## src/hw/rtl/csp_pkg.sv

```systemverilog
// Shared constants, register codes and CORDIC helpers for the cardioid arm servo planner.
// Used by csp_cordic_rot, csp_cordic_vec and cardioid_arm_servo_planner; depends on nothing.
package csp_pkg;

  localparam int CORDIC_STEPS_DEF        = 16;
  localparam int ANGLE_FRACTION_BITS_DEF = 16;

  localparam int CFG_W     = 11;
  localparam int CFG_IDX_W = 2;

  typedef enum logic [CFG_IDX_W-1:0] {
    REG_CURVE_SCALE    = 2'd0,
    REG_CURVE_OFFSET_X = 2'd1,
    REG_REACH_LIMIT    = 2'd2,
    REG_PULSE_BASE     = 2'd3
  } cfg_reg_t;

  localparam int ROT_W = 32;

  localparam int ARM_H = 56;
  localparam int LINK1 = 40;
  localparam int LINK2 = 65;
  localparam int LINK3 = 130;
  localparam int LINK4 = 93;

  localparam longint ELBOW_NUM_Q16 = 37232640;
  localparam longint ELBOW_Y       = ELBOW_NUM_Q16 * LINK3;
  localparam longint ELBOW_X0      = longint'(ARM_H + LINK1) * (ARM_H + LINK1) * 65536;
  localparam longint SHOULDER_K    = longint'(ARM_H + LINK1) * 65536;

  localparam longint CORDIC_K_Q30  = 652032874;
  localparam longint COS45_Q30     = 759250125;
  localparam longint PI_Q30        = 64'sd3373259426;
  localparam longint DEG2RAD_Q30   = 18740330;
  localparam longint DEG_PULSE_Q20 = 666876670;

  localparam logic signed [16:0] PT_MAX = 17'sh0FFFF;
  localparam logic signed [16:0] PT_MIN = 17'sh10000;

  function automatic longint rshr(longint v, int s);
    return (v + (longint'(1) << (s - 1))) >>> s;
  endfunction

  function automatic longint atan_q30(int i);
    longint r;
    unique case (i)
      0:       r = 843314857;
      1:       r = 497837829;
      2:       r = 263043837;
      3:       r = 133525159;
      4:       r = 67021687;
      5:       r = 33543516;
      6:       r = 16775851;
      7:       r = 8388437;
      8:       r = 4194283;
      9:       r = 2097149;
      10:      r = 1048576;
      11:      r = 524288;
      12:      r = 262144;
      13:      r = 131072;
      14:      r = 65536;
      15:      r = 32768;
      16:      r = 16384;
      17:      r = 8192;
      18:      r = 4096;
      19:      r = 2048;
      20:      r = 1024;
      21:      r = 512;
      22:      r = 256;
      default: r = 128;
    endcase
    return r;
  endfunction

  function automatic longint atan_step(int i, int afb);
    return rshr(atan_q30(i), 30 - afb);
  endfunction

endpackage

```

## src/hw/rtl/csp_cordic_rot.sv

```systemverilog
// Unrolled rotation CORDIC: one registered micro-rotation per stage, Q30 cos/sin out.
// Depends on csp_pkg.
module csp_cordic_rot #(
  parameter int STEPS = csp_pkg::CORDIC_STEPS_DEF,
  parameter int AFB   = csp_pkg::ANGLE_FRACTION_BITS_DEF
) (
  input  logic                             clk,
  input  logic signed [AFB+3:0]            z_in,
  output logic signed [csp_pkg::ROT_W-1:0] cos_q30,
  output logic signed [csp_pkg::ROT_W-1:0] sin_q30
);
  import csp_pkg::*;

  localparam int ZW = AFB + 4;

  logic signed [ROT_W-1:0] xs [STEPS];
  logic signed [ROT_W-1:0] ys [STEPS];
  logic signed [ZW-1:0]    zs [STEPS];

  for (genvar i = 0; i < STEPS; i++) begin : g_step
    localparam logic signed [ZW-1:0] ATAN = ZW'(atan_step(i, AFB));
    logic signed [ROT_W-1:0] x_cur;
    logic signed [ROT_W-1:0] y_cur;
    logic signed [ZW-1:0]    z_cur;
    if (i == 0) begin : g_first
      assign x_cur = ROT_W'(CORDIC_K_Q30);
      assign y_cur = '0;
      assign z_cur = z_in;
    end else begin : g_next
      assign x_cur = xs[i-1];
      assign y_cur = ys[i-1];
      assign z_cur = zs[i-1];
    end
    always_ff @(posedge clk) begin
      if (z_cur >= 0) begin
        xs[i] <= x_cur - (y_cur >>> i);
        ys[i] <= y_cur + (x_cur >>> i);
        zs[i] <= z_cur - ATAN;
      end else begin
        xs[i] <= x_cur + (y_cur >>> i);
        ys[i] <= y_cur - (x_cur >>> i);
        zs[i] <= z_cur + ATAN;
      end
    end
  end

  assign cos_q30 = xs[STEPS-1];
  assign sin_q30 = ys[STEPS-1];

endmodule

```

## config.mk

```make
export PLATFORM = sky130hd
export DESIGN_NAME = csp_cordic_rot
export DESIGN_NICKNAME = d
export VERILOG_FILES = /design/src/hw/rtl/csp_pkg.sv /design/src/hw/rtl/csp_cordic_rot.sv
export SDC_FILE = /design/constraint.sdc
export NUM_CORES = 2
export LEC_CHECK = 0
export ABC_CLOCK_PERIOD_IN_PS = 7200
export BUFFER_PORTS_ARGS = -buffer_cell sky130_fd_sc_hd__buf_2
export CORE_ASPECT_RATIO = 0.8
export CORE_MARGIN = 1.5
export CORE_UTILIZATION = 38
export CTS_BUF_LIST = sky130_fd_sc_hd__clkbuf_4 sky130_fd_sc_hd__clkbuf_8 sky130_fd_sc_hd__clkbuf_16
export DETAILED_ROUTE_END_ITERATION = 10
export HOLD_SLACK_MARGIN = 0.02
export PLACE_DENSITY = 0.61
export REMOVE_ABC_BUFFERS = 1
export SYNTH_ARGS = -nofsm -noshare
export SYNTH_HDL_FRONTEND = slang
export SYNTH_SLANG_ARGS = --single-unit
```

## constraint.sdc

```tcl
create_clock -name clk -period 7.2 [get_ports clk]
set_input_delay 1.08 -clock clk [delete_from_list [all_inputs] [get_ports clk]]
set_output_delay 1.08 -clock clk [all_outputs]
set_load 0.03 [all_outputs]
```

==> reports/metrics.cfg <==
[status]
status = completed

[clocking]
cts_hold_buffers = 0
cts_tree = yes
numCtsBuffers = 148
postCtsSetupBuffers = 0
cts_root_buf = clkbuf_16
clock_path_buffers = 4
clkSinkCount = 1218
clock_latency_ps = 830
path_clk_slew_ps = 60
cts_resized = 0
htreeDepth = 4

[timing]
fin_crit_ps = 6190
worstMarginPinSlew_ps = 1120
period_share_pct = 86.0
rsz0062_at_grt = no
drv_slew = 0
hold_viol = 0
clock.fmax_mhz = 161
slew-limit-headroom_pct = 25.0
finClkSkew_ps = 74.6
tns_ps = 0
setup_viol = 0

[grt]
grt_pass1_wl_um = 395000
grt_pass1_vias = 71491
overflow = 0
grt_max_degree = 53
antenna_found_initial = 13
grtUsageTotal_pct = 20.6

[routing]
ant_nets = 0
viasPerCell = 5.57
routed_wl_um = 249000
drt_pre_antenna_iters = 6
vias = 75558
drc = 0
drt_first_iter_violations = 5885
avgRoutedWirePerCell_um = 18.3

[floorplanning]
die_h_um = 434
num_rows = 157
pin_count = 85
core_um2 = 230000
start_util_pct = 38.4
dieWidth_um = 542
dieArea_um2 = 235000

[hold_path]
worstHoldPathType = reg2reg
worstHoldPathCells = 0
hold_start = zs[0][144]$_DFF_P_

[synthesis]
yosys.area.top_type_share_pct = 27.7
async_reset_ff_share_pct = 0
synthTopCellsByCount = dfxtp_1, ha_1, xnor2_1, a21oi_1, nor2_1
avgSynthCellArea_um2 = 8.54
synthMostInstantiatedCell = dfxtp_1
synth-main-ff-cell = dfxtp_1
synth-edff-count = 0
synth.top_cells.by_area = dfxtp_1, ha_1, xnor2_1
ys_types = 92
ys_ff_latch = 1218
synth-seq-area-share_pct = 27.7
synth_area_um2 = 88200
yosys.area.top_type = dfxtp_1
synthCells = 10320
yosys_warnings = 0

[setup_path]
rr_startpoint = zs[0][39]$_DFF_P_
crit_type = reg2reg
endpoint = ys[0][94]$_DFF_P_
end_kind = flip-flop
timing.rr.end = ys[0][94]$_DFF_P_
crit_arrival_ps = 6900
start_kind = flip-flop
cp_max_fo = 21
rr_worst_depth = 21
rrSetupSlack_ps = 1010
cp-startpoint = zs[0][39]$_DFF_P_
crit_required_ps = 7900

[run]
drv_cap = 0

[cells_and_area]
syn_to_final_growth_pct = 10.4
nets = 11640
drive_above_1_share_pct = 4.81
fill_cells = 22541

[placement]
io_buffers = 84
dpl.hpwl_um = 201000
globalplace.congestion = 0.927

per-stage QoR:
stage / setup WS [ps] / hold slack (ps) / util [%] / instance area [µm²] / instances
CTS: 1140 / 338 / 42.4 / 97300 / 13573
global route: 736 / 337 / 42.4 / 97300 / 13574
floorplan: 140 / 331 / - / 87600 / 10176
detailed placement: 1170 / 338 / 40.1 / 92100 / 13318
finish: 1010 / 333 / 42.4 / 97300 / 13575
global placement: 1130 / 336 / 40.1 / 92100 / 13318
routing by layer:
metal / track usage [%] / up-vias / share of wire (%)
met1: 30.9 / 35996 / 51
met3: 3.11 / 282 / 6.3
met4: 4.57 / 8 / 2.0
met5: 0 / - / 0.018
li1: - / 37355 / -
met2: 30.6 / 1917 / 40
layout make-up:
class,count,area [µm²],share of cell area (%)
Clock inverter,63,931,0.957
Timing Repair Buffer,121,698,0.717
Clock buffer,192,4230,4.35
Antenna cell,2,5.00,0.00514
Tap cell,3021,3780,3.88
Multi-Input combinational cell,8464,61400,63.1
Inverter,494,1850,1.91
Sequential cell,1218,24400,25.1
placed cells by master (no fill, tap or decap), drive strengths merged, types with 78 or more instances in the layout:
cell,count
xor2,579
a211oi,83
a21o,430
clkbuf,192
nand2b,170
or3,84
nor3,231
dfxtp,1218
and3,101
o21ai,625
o21a,151
ha,1128
o21bai,125
o31ai,163
xnor2,951
buf,121
inv,500
a31oi,78
nor2,795
nor2b,160
nor4,114
nand2,593
nand3,207
a21oi,900
worst max-delay path, stage by stage (launching register included):
cell	delay (ps)
dfxtp_1	330
inv_1	430
ha_1	260
nor4b_1	230
nand3_1	200
nor2_1	760
nor2_4	30
clkinv_1	150
buf_4	350
nor3_1	100
a21o_1	190
ha_1	370
and3_1	210
a221o_1	360
o31a_1	350
a31o_2	330
o311ai_4	260
nor2_1	90
or4_1	500
a41o_1	260
a21oi_2	150
xnor2_1	190
how the worst min path moves through the flow:
stage	end	slack, ps
final	zs[1][4]$_DFF_P_	330
after floorplan	zs[0][120]$_DFF_P_	330
after detailed placement	zs[0][124]$_DFF_P_	340
after CTS	zs[1][4]$_DFF_P_	340
after global placement	zs[0][141]$_DFF_P_	340
after global routing	zs[1][6]$_DFF_P_	340
cells by family after synthesis:
| kind of cell | count (synthesis) | synth area share [%] |
|---|---|---|
| buffers and inverters | 638 | 2.72 |
| adder cells (fa/ha/maj) | 1172 | 17.0 |
| flip-flops | 1218 | 27.7 |
| AND/OR/NAND/NOR | 2742 | 15.2 |
| multiplexers | 56 | 0.661 |
| AO/OA/AOI/OAI | 2963 | 21.5 |
| XOR/XNOR | 1531 | 15.2 |
state kept, by name (all words and copies together), names as in the netlist:
register	cells
zs	281
xs	456
ys	481
Power is not shown: default switching activity piles up to over one toggle a cycle in this logic, so the estimate is an artifact.
