**config.mk**
```make
export PLATFORM = sky130hd
export DESIGN_NAME = csp_cordic_vec
export DESIGN_NICKNAME = d
export VERILOG_FILES = /design/src/hw/rtl/csp_pkg.sv /design/src/hw/rtl/csp_cordic_vec.sv
export SDC_FILE = /design/constraint.sdc
export NUM_CORES = 2
export LEC_CHECK = 0
export BUFFER_PORTS_ARGS = -buffer_cell sky130_fd_sc_hd__buf_2
export CAP_MARGIN = 20
export CORE_MARGIN = 5
export CORE_UTILIZATION = 30
export CTS_BUF_LIST = sky130_fd_sc_hd__clkbuf_2
export DETAILED_ROUTE_END_ITERATION = 8
export GPL_TIMING_DRIVEN = 0
export SLEW_MARGIN = 25
export SYNTH_ARGS = -nofsm -noshare
export SYNTH_HDL_FRONTEND = slang
export SYNTH_SLANG_ARGS = --single-unit
```
**constraint.sdc**
```tcl
create_clock -name clk -period 9.49 [get_ports clk]
set_input_delay 0.4745 -clock clk [delete_from_list [all_inputs] [get_ports clk]]
set_output_delay 0.4745 -clock clk [all_outputs]
set_load 0.05 [all_outputs]
```
**src/hw/rtl/csp_pkg.sv**
```systemverilog
// Shared constants, register codes and CORDIC helpers for the cardioid arm servo planner.
// Used by csp_cordic_rot, csp_cordic_vec and cardioid_arm_servo_planner; depends on nothing.
package csp_pkg;

  localparam int CORDIC_STEPS_DEF        = 16;
  localparam int ANGLE_FRACTION_BITS_DEF = 16;

  localparam int CFG_W     = 11;
  localparam int CFG_IDX_W = 2;

  typedef enum logic [CFG_IDX_W-1:0] {
    REG_CURVE_SCALE    = 2'd0,
    REG_CURVE_OFFSET_X = 2'd1,
    REG_REACH_LIMIT    = 2'd2,
    REG_PULSE_BASE     = 2'd3
  } cfg_reg_t;

  localparam int ROT_W = 32;

  localparam int ARM_H = 56;
  localparam int LINK1 = 40;
  localparam int LINK2 = 65;
  localparam int LINK3 = 130;
  localparam int LINK4 = 93;

  localparam longint ELBOW_NUM_Q16 = 37232640;
  localparam longint ELBOW_Y       = ELBOW_NUM_Q16 * LINK3;
  localparam longint ELBOW_X0      = longint'(ARM_H + LINK1) * (ARM_H + LINK1) * 65536;
  localparam longint SHOULDER_K    = longint'(ARM_H + LINK1) * 65536;

  localparam longint CORDIC_K_Q30  = 652032874;
  localparam longint COS45_Q30     = 759250125;
  localparam longint PI_Q30        = 64'sd3373259426;
  localparam longint DEG2RAD_Q30   = 18740330;
  localparam longint DEG_PULSE_Q20 = 666876670;

  localparam logic signed [16:0] PT_MAX = 17'sh0FFFF;
  localparam logic signed [16:0] PT_MIN = 17'sh10000;

  function automatic longint rshr(longint v, int s);
    return (v + (longint'(1) << (s - 1))) >>> s;
  endfunction

  function automatic longint atan_q30(int i);
    longint r;
    unique case (i)
      0:       r = 843314857;
      1:       r = 497837829;
      2:       r = 263043837;
      3:       r = 133525159;
      4:       r = 67021687;
      5:       r = 33543516;
      6:       r = 16775851;
      7:       r = 8388437;
      8:       r = 4194283;
      9:       r = 2097149;
      10:      r = 1048576;
      11:      r = 524288;
      12:      r = 262144;
      13:      r = 131072;
      14:      r = 65536;
      15:      r = 32768;
      16:      r = 16384;
      17:      r = 8192;
      18:      r = 4096;
      19:      r = 2048;
      20:      r = 1024;
      21:      r = 512;
      22:      r = 256;
      default: r = 128;
    endcase
    return r;
  endfunction

  function automatic longint atan_step(int i, int afb);
    return rshr(atan_q30(i), 30 - afb);
  endfunction

endpackage

```
**src/hw/rtl/csp_cordic_vec.sv**
```systemverilog
// Unrolled vectoring CORDIC for atan2: a quadrant stage, then one registered step per stage.
// Depends on csp_pkg.
module csp_cordic_vec #(
  parameter int STEPS = csp_pkg::CORDIC_STEPS_DEF,
  parameter int AFB   = csp_pkg::ANGLE_FRACTION_BITS_DEF,
  parameter int W     = 36
) (
  input  logic                  clk,
  input  logic signed [W-1:0]   x_in,
  input  logic signed [W-1:0]   y_in,
  output logic signed [AFB+3:0] angle
);
  import csp_pkg::*;

  localparam int ZW = AFB + 4;
  localparam logic signed [ZW-1:0] PI_POS = ZW'(rshr(PI_Q30, 30 - AFB));
  localparam logic signed [ZW-1:0] PI_NEG = ZW'(rshr(-PI_Q30, 30 - AFB));

  logic signed [W-1:0]  x0;
  logic signed [W-1:0]  y0;
  logic signed [ZW-1:0] z0;
  logic                 zero0;

  logic signed [W-1:0]  xs [STEPS];
  logic signed [W-1:0]  ys [STEPS];
  logic signed [ZW-1:0] zs [STEPS];
  logic                 zero_q [STEPS];

  always_ff @(posedge clk) begin
    zero0 <= (x_in == '0) && (y_in == '0);
    if (x_in < 0) begin
      x0 <= -x_in;
      y0 <= -y_in;
      z0 <= (y_in >= 0) ? PI_POS : PI_NEG;
    end else begin
      x0 <= x_in;
      y0 <= y_in;
      z0 <= '0;
    end
  end

  for (genvar i = 0; i < STEPS; i++) begin : g_step
    localparam logic signed [ZW-1:0] ATAN = ZW'(atan_step(i, AFB));
    logic signed [W-1:0]  x_cur;
    logic signed [W-1:0]  y_cur;
    logic signed [ZW-1:0] z_cur;
    logic                 zero_cur;
    if (i == 0) begin : g_first
      assign x_cur    = x0;
      assign y_cur    = y0;
      assign z_cur    = z0;
      assign zero_cur = zero0;
    end else begin : g_next
      assign x_cur    = xs[i-1];
      assign y_cur    = ys[i-1];
      assign z_cur    = zs[i-1];
      assign zero_cur = zero_q[i-1];
    end
    always_ff @(posedge clk) begin
      zero_q[i] <= zero_cur;
      if (y_cur > 0) begin
        xs[i] <= x_cur + (y_cur >>> i);
        ys[i] <= y_cur - (x_cur >>> i);
        zs[i] <= z_cur + ATAN;
      end else begin
        xs[i] <= x_cur - (y_cur >>> i);
        ys[i] <= y_cur + (x_cur >>> i);
        zs[i] <= z_cur - ATAN;
      end
    end
  end

  assign angle = zero_q[STEPS-1] ? '0 : zs[STEPS-1];

endmodule

```
==> run_results.csv <==
group,metric,value,unit
yosys,synth_top_cell_by_area,"dfxtp_1",
die,die-area,372000,sq um
placed_design,hpwl,266,mm
sta,finalWorstSetupSlack,0.732,ns
layout,multi_input_area,76200,sq um
grt,grt_pass1_wl,516,mm
sta,grt_setup_unrepaired,"no",
clock_tree,clkSinkCount,1439,
sta,setup_violations,0,
yosys,postSynth.asyncResetShare,0,
routing,route.vias.total,96400,
layout,area_growth_syn_to_layout,11.4,%
yosys,synth_top_cell_area_share,0.267,
routing,drt_iter0_markers,6937,
clock_tree,cts.repair.resized,0,
layout,seq_area,28800,sq um
setup_path,cp_data_required_time,10.91,ns
clock_tree,holdBufCountCts,228,
yosys,synthCells,12800,
sta,hold_viol_final,0,
routing,drc,0,
routing,viasPerCell,5.19,
yosys,yosys_warnings,0,
clock_tree,root_buffer,"clkbuf_2",
sta,tightest_slew,1.08,ns
layout,final_core_util,0.335,
placed_design,portBuffers,92,
setup_path,start_kind,"register",
die,die_w,610,um
sta,tns,0,ns
yosys,synth_edf_count,0,
clock_tree,postCtsSetupRepairBufs,0,
grt,grt_start_max_net_pins,25,
placed_design,place_congestion,0.927,
sta,drv_slew,0,
worst_hold_path,min_path_type,"register to register",
layout,layout-drive-gt1-share,0.0619,
die,start_util,0.301,
clock_tree,clk_latency,1.67,ns
yosys,synth_common_cells,"dfxtp_1 (1,439), ha_1 (1,299), xnor2_1 (1,296)",
sta,relSlewSlack,0.282,
routing,wl_per_cell,17.8,um
yosys,yosys-top-cells-area,"dfxtp_1 (27%), ha_1 (15%), xnor2_1 (11%)",
grt,grt_util_all_layers,0.170,
yosys,yosysUniqueCellTypes,89,
placed_design,place_ws,1.05,ns
yosys,syn_nets,14200,
outcome,status,"complete, no violations",
die,fp.dieH,610,um
sta,skew,0.157,ns
setup_path,crit_arrival,10.18,ns
clock_tree,cts.htree.levels,5,
yosys,synthesis.area,108000,sq um
grt,grt_pass1_vias,91800,
layout,n_fill_cell,37600,
sta,finalCritPeriodShare,0.923,
routing,first_pass_iters,6,
die,rows,220,
yosys,synth_ff_type,"dfxtp_1",
clock_tree,path_clk_slew,0.10,ns
sta,max_freq,0.114,GHz
yosys,postSynthAreaPerCell,8.42,sq um
yosys,ys_seq_area_frac,0.267,
sta,fin_crit,8.76,ns
setup_path,crit_fanout,17,
routing,drt.antenna.violating_nets,0,
setup_path,critical_path_class,"register to register",
layout,layout.nets,14900,
die,core_area,359000,sq um
yosys,ys_ff_latch,1439,
grt,antenna_found_initial,14,
clock_tree,numCtsBuffers,370,
clock_tree,clk_path_buf_depth,4,
yosys,synth_most_common_cell,"dfxtp_1",
grt,overflow,0,
die,io_pins,93,
clock_tree,cts_tree,"yes",
flow_run,cap_violations,0,
setup_path,end_kind,"register",
routing,wl,330,mm
[area by class of cell]
type | count | share of cell area
Sequential cell | 1439 | 0.240
Inverter | 548 | 0.0171
Tap cell | 4773 | 0.0497
Clock inverter | 132 | 0.00711
Clock buffer | 496 | 0.0206
Timing Repair Buffer | 325 | 0.0235
Multi-Input combinational cell | 10600 | 0.634
Antenna cell | 19 | 0.000395
Buffer | 257 | 0.00829
[worst max-delay path: stages (launching register included)]
cell	delay (ns)
dfxtp_1	0.39
or4_1	0.62
nor2_1	0.24
nand3_1	0.28
nor4_1	0.65
nand3b_1	0.25
or2_1	0.49
or4_1	0.76
nor2b_1	0.27
clkinv_1	0.32
buf_2	0.56
nor2_1	0.12
xnor2_1	0.22
ha_1	0.31
a21o_1	0.19
a21o_1	0.23
a2111oi_0	0.73
o31ai_1	0.28
a21oi_1	0.41
a21oi_1	0.23
a31oi_1	0.47
o21a_1	0.26
o21ai_0	0.11
xnor2_1	0.14
[logic make-up (layout without fill, tap and decap cells)]
family,after synthesis,after routing,share of synthesized area
compound gates,3959,3959,0.235
flops,1439,1439,0.267
simple gates,3378,3378,0.156
fa+ha+maj,1345,1345,0.159
mux,29,29,0.00269
xor+xnor,1869,1869,0.152
other cells,0,19,0
buf+inv,805,1758,0.0281
[per-stage QoR]
stage / std cells / cell area, sq um / hold WS, ns
2_1_floorplan: 12800 / 108000 / 0.310
3_3_place_gp: 17700 / 114000 / 0.310
3_5_place_dp: 17700 / 115000 / 0.312
4_1_cts: 18600 / 120000 / 0.000611
5_1_grt: 18600 / 120000 / 0.152
6_report: 18600 / 120000 / 0.241
[sequential cells by signal, summed over array words and instances (netlist names)]
register and cells:
g_step.y_cur 36, xs 489, ys 540, zero_q 16, zs 318, g_step.z_cur 3, g_step.x_cur 36, g_step.zero_cur 1
[placed cells by master, fill, tap and decap left out, drive strengths merged, types with 60 or more instances in the layout]
| cell type | synthesis | routed |
|---|---|---|
| o211ai | 60 | 60 |
| or4 | 104 | 104 |
| o21bai | 192 | 192 |
| buf | 31 | 128 |
| o41ai | 101 | 101 |
| xor2 | 573 | 573 |
| nor3 | 296 | 296 |
| xnor2 | 1296 | 1296 |
| nor2b | 186 | 186 |
| nor2 | 878 | 878 |
| a31oi | 118 | 118 |
| nor4 | 131 | 131 |
| nand3 | 235 | 235 |
| or3 | 170 | 170 |
| inv | 541 | 551 |
| clkbuf | 226 | 722 |
| and2 | 67 | 67 |
| nand2b | 188 | 188 |
| and3 | 122 | 122 |
| clkinv | 7 | 116 |
| nand4 | 94 | 94 |
| o21ai | 843 | 843 |
| a21o | 543 | 543 |
| a211oi | 94 | 94 |
| o21a | 193 | 193 |
| dlygate4sd3 | 0 | 228 |
| dfxtp | 1439 | 1439 |
| o31ai | 238 | 238 |
| or2 | 70 | 70 |
| a21oi | 1118 | 1118 |
| nand2 | 736 | 736 |
| ha | 1299 | 1299 |
[routing by layer]
layer	vias to the layer above	global-route usage	wire, um
met5	-	0	34
met4	4	0.0607	12200
met3	569	0.0230	17000
met2	2459	0.274	145000
met1	45200	0.231	156000
li1	48100	-	-
[final timing paths]
kind | from | endpoint | slack, ns | cells past startpoint
max | ys[0][78]$_DFF_P_ | xs[0][138]$_DFF_P_ | 0.73 | 23
min | zs[10][4]$_DFF_P_ | zs[11][4]$_DFF_P_ | 0.24 | 0
max reg2reg | ys[0][78]$_DFF_P_ | xs[0][138]$_DFF_P_ | 0.73 | 23
min reg2reg | zs[10][4]$_DFF_P_ | zs[11][4]$_DFF_P_ | 0.24 | 0
Power is left out: the tool's default activity adds up to more than one toggle a clock period on the data nets, which glitch-free logic cannot reach.
